--- src/rtl/mf2d_pkg.sv ---
package mf2d_pkg;

  localparam int PIX_W   = 8;
  localparam int CW_W    = 11;  // image_width register
  localparam int CH_W    = 13;  // image_height register
  localparam int CM_W    = 3;   // mask_size register
  localparam int CFG_W   = 13;
  localparam int IDX_W   = 2;
  localparam int MAX_LINES = 4096;
  localparam int ROW_W   = 13;  // in_row may reach the height itself

  localparam logic [IDX_W-1:0] REG_WIDTH  = 2'd0;
  localparam logic [IDX_W-1:0] REG_HEIGHT = 2'd1;
  localparam logic [IDX_W-1:0] REG_MASK   = 2'd2;

  localparam logic [CW_W-1:0] RST_WIDTH  = 11'd640;
  localparam logic [CH_W-1:0] RST_HEIGHT = 13'd480;
  localparam logic [CM_W-1:0] RST_MASK   = 3'd3;

  typedef struct packed {
    logic [PIX_W-1:0] pixel;
    logic             drain;
  } pix_t;

  typedef struct packed {
    logic [PIX_W-1:0] median;
    logic             frame_last;
  } res_t;

  // broadcast to every sort cell
  typedef struct packed {
    logic             clear;
    logic             load;
    logic [PIX_W-1:0] value;
  } cell_ctl_t;

endpackage

--- src/rtl/mf2d_cell.sv ---
module mf2d_cell (
  input  logic                       clk,
  input  mf2d_pkg::cell_ctl_t        ctl,
  input  logic [mf2d_pkg::PIX_W-1:0] left,
  output logic [mf2d_pkg::PIX_W-1:0] q
);

  logic [mf2d_pkg::PIX_W-1:0] q_next;

  // ascending insertion: larger neighbor shifts in, else keep min
  always_comb begin
    if (ctl.clear) begin
      q_next = '1;
    end else if (ctl.load) begin
      if (left > ctl.value) begin
        q_next = left;
      end else if (ctl.value < q) begin
        q_next = ctl.value;
      end else begin
        q_next = q;
      end
    end else begin
      q_next = q;
    end
  end

  always_ff @(posedge clk) begin
    q <= q_next;
  end

endmodule

--- config.mk ---
export PLATFORM = sky130hd
export DESIGN_NAME = mf2d_cell
export DESIGN_NICKNAME = d
export VERILOG_FILES = /design/src/rtl/mf2d_pkg.sv /design/src/rtl/mf2d_cell.sv
export SDC_FILE = /design/constraint.sdc
export NUM_CORES = 1
export LEC_CHECK = 0
export ABC_AREA = 1
export BUFFER_PORTS_ARGS = -buffer_cell sky130_fd_sc_hd__buf_2
export CORE_MARGIN = 3
export CORE_UTILIZATION = 46
export CTS_CLUSTER_DIAMETER = 100
export DETAILED_ROUTE_END_ITERATION = 6
export PLACE_DENSITY = 0.79
export SLEW_MARGIN = 20
export SYNTH_ARGS = -nofsm -noshare
export SYNTH_HDL_FRONTEND = slang
export SYNTH_SLANG_ARGS = --single-unit
--- constraint.sdc ---
create_clock -name clk -period 2.9 [get_ports clk]
set_input_delay 0.435 -clock clk [delete_from_list [all_inputs] [get_ports clk]]
set_output_delay 0.435 -clock clk [all_outputs]
set_load 0.01 [all_outputs]
==> results of run 1 <==
power groups by stage:
stage | Clock (mW) | Sequential [mW] | Combinational (mW)
3_3_place_gp | 0 | 0.136 | 0.176
3_5_place_dp | 0 | 0.136 | 0.185
2_1_floorplan | 0 | 0.141 | 0.125
6_report | 0.0832 | 0.134 | 0.183
4_1_cts | 0.0863 | 0.134 | 0.186
5_1_grt | 0.0920 | 0.136 | 0.208
synth_stat cells:
cell	count	area share, %
a21o_1	1	0.85
a21oi_1	4	2.3
buf_4	1	0.85
dfxtp_1	8	18
ha_1	15	21
inv_1	23	9.7
nand2_1	41	17
nand2_2	2	1.4
nand2_4	1	1.3
nand2_8	3	6.8
nand3_1	24	14
nand4_4	1	2.4
nor2_1	3	1.3
nor2_4	2	2.5
nor3_1	1	0.56
layer usage:
| layer | global-route usage, % | share of wire (%) | vias up |
|---|---|---|---|
| met4 | 10.6 | 3.0 | 0 |
| met1 | 21.0 | 45 | 385 |
| li1 | - | - | 474 |
| met2 | 27.5 | 49 | 19 |
| met3 | 0.906 | 2.9 | 7 |
| met5 | 0 | 0 | - |
kinds of logic after synthesis:
family | count (synthesis)
adder cells (fa/ha/maj) | 15
AO/OA/AOI/OAI | 5
buffers and inverters | 24
AND/OR/NAND/NOR | 78
flip-flops | 8
layout make-up:
cell class | count | area, um^2 | area share, %
multi-input cells | 98 | 633 | 59.5
flip-flops and latches | 8 | 160 | 15.1
repair buffers | 26 | 130 | 12.2
inverters | 23 | 86.3 | 8.12
well taps | 25 | 31.3 | 2.94
clock buffers | 3 | 22.5 | 2.12
worst reg2reg max path: cells and delay by family, from the launching register on:
kind / cells / cell delay [ps]
adders and majority gates: 1 / 280
buffers and inverters: 1 / 50
and+or+nand+nor: 7 / 680
AOI/OAI and AO/OA: 1 / 130
DFF: 1 / 350
worst paths after layout:
path,start,to,slack (ps),depth (start not counted)
setup / recovery,ctl[2],q[7],1220,14
hold / removal,ctl[9],q[1],500,3
setup reg to reg,q[5],q[7],1280,10
hold reg to reg,q[4],q[4],500,2
placed cells by master, fill, tap and decap left out, drive strengths merged:
| cell type | synthesis | final |
|---|---|---|
| a21o | 1 | 1 |
| a21oi | 4 | 4 |
| buf | 1 | 26 |
| clkbuf | 0 | 3 |
| dfxtp | 8 | 8 |
| ha | 15 | 15 |
| inv | 23 | 23 |
| nand2 | 47 | 47 |
| nand3 | 24 | 24 |
| nand4 | 1 | 1 |
| nor2 | 5 | 5 |
| nor3 | 1 | 1 |
==> reports/results.ini, run 1 <==
[status]
outcome = complete, no violations

[synthesis]
synth_top_family_by_area = simple AND/OR/NAND/NOR gates
synthesis.nets = 164
synthCells = 130
synth-simple-area-share_pct = 47.1
synth_mux_area_share_pct = 0
syn_area_per_cell_um2 = 6.82
ys_types = 15
yosys_warnings = 0
synth_compound_area_share_pct = 3.10
syn_area_um2 = 887
synth_fa_ha_area_share_pct = 21.2
synth-seq-cells = 8
synth_xor_area_share_pct = 0
synth.yosys.seq_area_share_pct = 18.1

[worst_setup_path]
end_kind = flop
path_buf_inv = 3
crit_path_start_kind = primary input
path_max_fanout = 9
arrival_ps = 1810
crit_chain = buf_2, inv_1, ha_1, nand2_1, inv_1, nand2_1, nand2_1, nand2_1, nand2_4, nand2_8, nand2_8, nand2_8, nand2_1, nand3_1
slowest_delay_ps = 290
slowest_stage = ha_1
required_ps = 3030
cpMostUsedCell = nand2_1
path_delay_family = simple AND/OR/NAND/NOR gates
critPathKind = primary input to flop

[finish]
n_fill_cell = 189
drive_gt1_share_pct = 24.1
layout.cells.non_filler = 183
n_antenna_cell = 0
final_area_um2 = 1060
top_register = q
reg.largest.list = q x8
utilization_pct = 60.3
area_growth_pct = 19.9
largest_register_ff_count = 8
final_nets = 194

[route]
wl_per_cell_um = 10.4
first_pass_iters = 5
via_per_inst = 4.84
drt-initial-drc-count = 6
via_count = 885
drc = 0
ant_nets = 0
drt-total-wl_mm = 1.90

[die]
start_util_pct = 50.3
die_area_um2 = 2490
core_area_um2 = 1760
die-width_um = 49.9
die_height_um = 49.9
row_count = 15
io_pins = 27

[pwr]
total_power_mw = 0.400
power_frac_seq_pct = 33.5
p_per_area_nw_per_um2 = 376
intPower_mw = 0.244
p_sw_mw = 0.156
p_clk_share_pct = 20.8
switching_share_pct = 38.9
combPwrFrac_pct = 45.7
peakVddDrop_mv = 0.232
power_leakage_nw = 0.665

[grt]
grt_pass1_vias = 815
grt_usage_pct = 16.7
grt_pass1_wl_mm = 3.30
grt_overflow = 0
grt_max_degree = 10
antenna_found_initial = 0

[sta]
whs_ps = 497
grt_setup_unrepaired = false
hold_viol = 0
setup-tns-final_ps = 0
drv_slew = 0
max_slew_margin_pct = 84.7
setup_violations = 0
worst_slack_ps = 1220
fin_crit_sh_pct = 57.9
clock_skew_ps = 1.85
fin_crit_ps = 1680
worst-slew-pin-transition_ps = 229
clock.fmax_ghz = 0.596

[min_path]
hold_class = primary input to flop

[place]
post-place-ws_ps = 958
placed_area_um2 = 1040
dpl.hpwl_mm = 1.72
place_inst = 180
routabilityCongestion = 0.756
portBuffers = 26

[clock_network]
tritoncts = yes
clk_latency_ps = 250
cts-root-buf = clkbuf_4
cts.sinks = 8
cts.reportedPaths.clkPinSlew_ps = 50
cts_resized = 0
postCtsHoldBufs = 0
ctsLongestPathBuffers = 2
cts_buffers = 3
cts.htree.levels = 1
postCtsSetupBuffers = 0

[flow_run]
maxCapViolCount = 0

(Power assumes the default switching activity.)
==> run 2, diff against run 1 <==
--- a/config.mk
+++ b/config.mk
@@ -8,10 +8,10 @@
 export ABC_AREA = 1
 export BUFFER_PORTS_ARGS = -buffer_cell sky130_fd_sc_hd__buf_2
 export CORE_MARGIN = 3
-export CORE_UTILIZATION = 46
+export CORE_UTILIZATION = 45
 export CTS_CLUSTER_DIAMETER = 100
 export DETAILED_ROUTE_END_ITERATION = 6
-export PLACE_DENSITY = 0.79
+export PLACE_DENSITY = 0.8
 export SLEW_MARGIN = 20
 export SYNTH_ARGS = -nofsm -noshare
 export SYNTH_HDL_FRONTEND = slang
==> constraint.sdc (replaced) <==
create_clock -name clk -period 1.4 [get_ports clk]
set_input_delay 0.21 -clock clk [delete_from_list [all_inputs] [get_ports clk]]
set_output_delay 0.21 -clock clk [all_outputs]
set_load 0.01 [all_outputs]
==> run 2 against run 1 <==
Effect of this change:
- the flow now finishes with violations (setup timing)
- sequential share of layout area down 3.0 points
- total power grew to 2.6 times the previous value
- die area increased by 2.0%
- first-iteration DRC count rose by 130%
- clock skew increased by 4.8 ps
- register-to-register slack got worse by 1400 ps
- via count up 12%
- clock power rose by 120%
- combinational power rose to 3.1 times the previous value
- wire length increased by 38%
- sequential power is 110% higher
- final area is 30% higher
- critical path type is now flop to flop
- highest routed layer unchanged
==> reports/results.ini, run 2 (synthesis results as in run 1) <==
[place]
dpl.hpwl_mm = 1.90
post-place-ws_ps = -276
portBuffers = 26
routabilityCongestion = 0.850

[clock_network]
postCtsHoldBufs = 0
cts.reportedPaths.clkPinSlew_ps = 60
ctsLongestPathBuffers = 2
cts_buffers = 3
cts.htree.levels = 1
tritoncts = yes
cts.sinks = 8
cts-root-buf = clkbuf_4
clk_latency_ps = 250

[sta]
clock.fmax_ghz = 0.643
setup_violations = 8
max_slew_margin_pct = 83.0
worst_slack_ps = -154
drv_slew = 0
fin_crit_ps = 1550
grt_setup_unrepaired = true
clock_skew_ps = 6.69
hold_viol = 0
fin_crit_sh_pct = 111
worst-slew-pin-transition_ps = 254

[grt]
grt_pass1_wl_mm = 4.22
antenna_found_initial = 0
grt_pass1_vias = 1001
grt_usage_pct = 21.8
grt_overflow = 0
grt_max_degree = 10

[route]
first_pass_iters = 4
via_count = 989
drt-initial-drc-count = 14
via_per_inst = 4.75
drc = 0
drt-total-wl_mm = 2.62
ant_nets = 0
wl_per_cell_um = 12.6

[worst_setup_path]
arrival_ps = 1670
required_ps = 1520
crit_path_start_kind = flop
critPathKind = flop to flop
end_kind = flop
path_max_fanout = 4

[min_path]
hold_class = primary input to flop

[die]
start_util_pct = 49.2
core_area_um2 = 1800
row_count = 15
die_height_um = 50.4
die-width_um = 50.4
io_pins = 27
die_area_um2 = 2540

[finish]
area_growth_pct = 56.1
n_antenna_cell = 0
n_fill_cell = 143
final_common_cell = nand2_1
drive_gt1_share_pct = 49.2
final_cell_mix = nand2_1, buf_2, buf_4
final_nets = 219
largest_register_ff_count = 8
reg.largest.list = q x8
top_register = q

[status]
violations = setup timing
outcome = complete, but fails checks

[pwr]
peakVddDrop_mv = 0.401
total_power_mw = 1.02
power_leakage_nw = 0.790
p_per_area_nw_per_um2 = 738

[flow_run]
maxCapViolCount = 0

run 2: changes by cell type in the layout (fill, tap and decap cells not counted), sizes merged:
cell | previous run | this run
buf | 26 | 51
run 2: routing by layer:
layer | share of wire (%) | up-vias | GRT usage, % | wire length [um]
met5 | 0 | - | 0 | 0
met4 | 0.76 | 0 | 7.17 | 20
met3 | 6.0 | 2 | 2.97 | 158
met2 | 52 | 38 | 38.7 | 1370
met1 | 41 | 426 | 26.7 | 1080
li1 | - | 523 | - | -
run 2: path summary, 6_finish.rpt:
path           from  endpoint  slack, ps  cells past startpoint
max reg2reg    q[7]      q[5]       -150                     10
min          ctl[9]      q[0]        270                      3
max            q[7]      q[5]       -150                     10
min reg2reg    q[1]      q[1]        490                      2
run 2: power breakdown:
group          internal [mW]  total (mW)  switching, mW
logic                  0.260       0.561          0.301
registers              0.260       0.280         0.0201
clock network         0.0984       0.181         0.0826
total                  0.618        1.02          0.404
run 2: what timing repair did:
action                     CTS  global route
gates resized for setup     21             6
pin swaps                   11             4
buffers inserted             1             1
setup endpoints to repair    8             8
run 2: area by class of cell:
cell class | count | area (um^2) | area share [%]
well taps | 25 | 31.3 | 2.26
multi-input cells | 98 | 747 | 53.9
clock buffers | 3 | 22.5 | 1.63
inverters | 23 | 86.3 | 6.23
flip-flops and latches | 8 | 168 | 12.1
repair buffers | 51 | 330 | 23.8
run 2: critical path, cell delays in order, from the launching register on:
cell,delay (ps)
dfxtp_2,330
inv_1,60
ha_4,270
nand2_2,70
nor2_1,140
nand2_2,60
nand2_2,120
nand2_8,80
buf_4,150
nand3_1,70
nand3_1,70
run 2: metrics by stage:
stage / TNS [ps] / cell area [um^2] / util [%] / hold WS (ps) / std cells
floorplan: -797 / 888 / - / 403 / 130
global placement: -1630 / 1210 / 67.4 / 489 / 203
detailed placement: -2040 / 1210 / 67.4 / 486 / 203
CTS: -835 / 1360 / 75.5 / 265 / 207
global route: -2040 / 1390 / 76.9 / 294 / 208
finish: -1060 / 1390 / 76.9 / 269 / 208
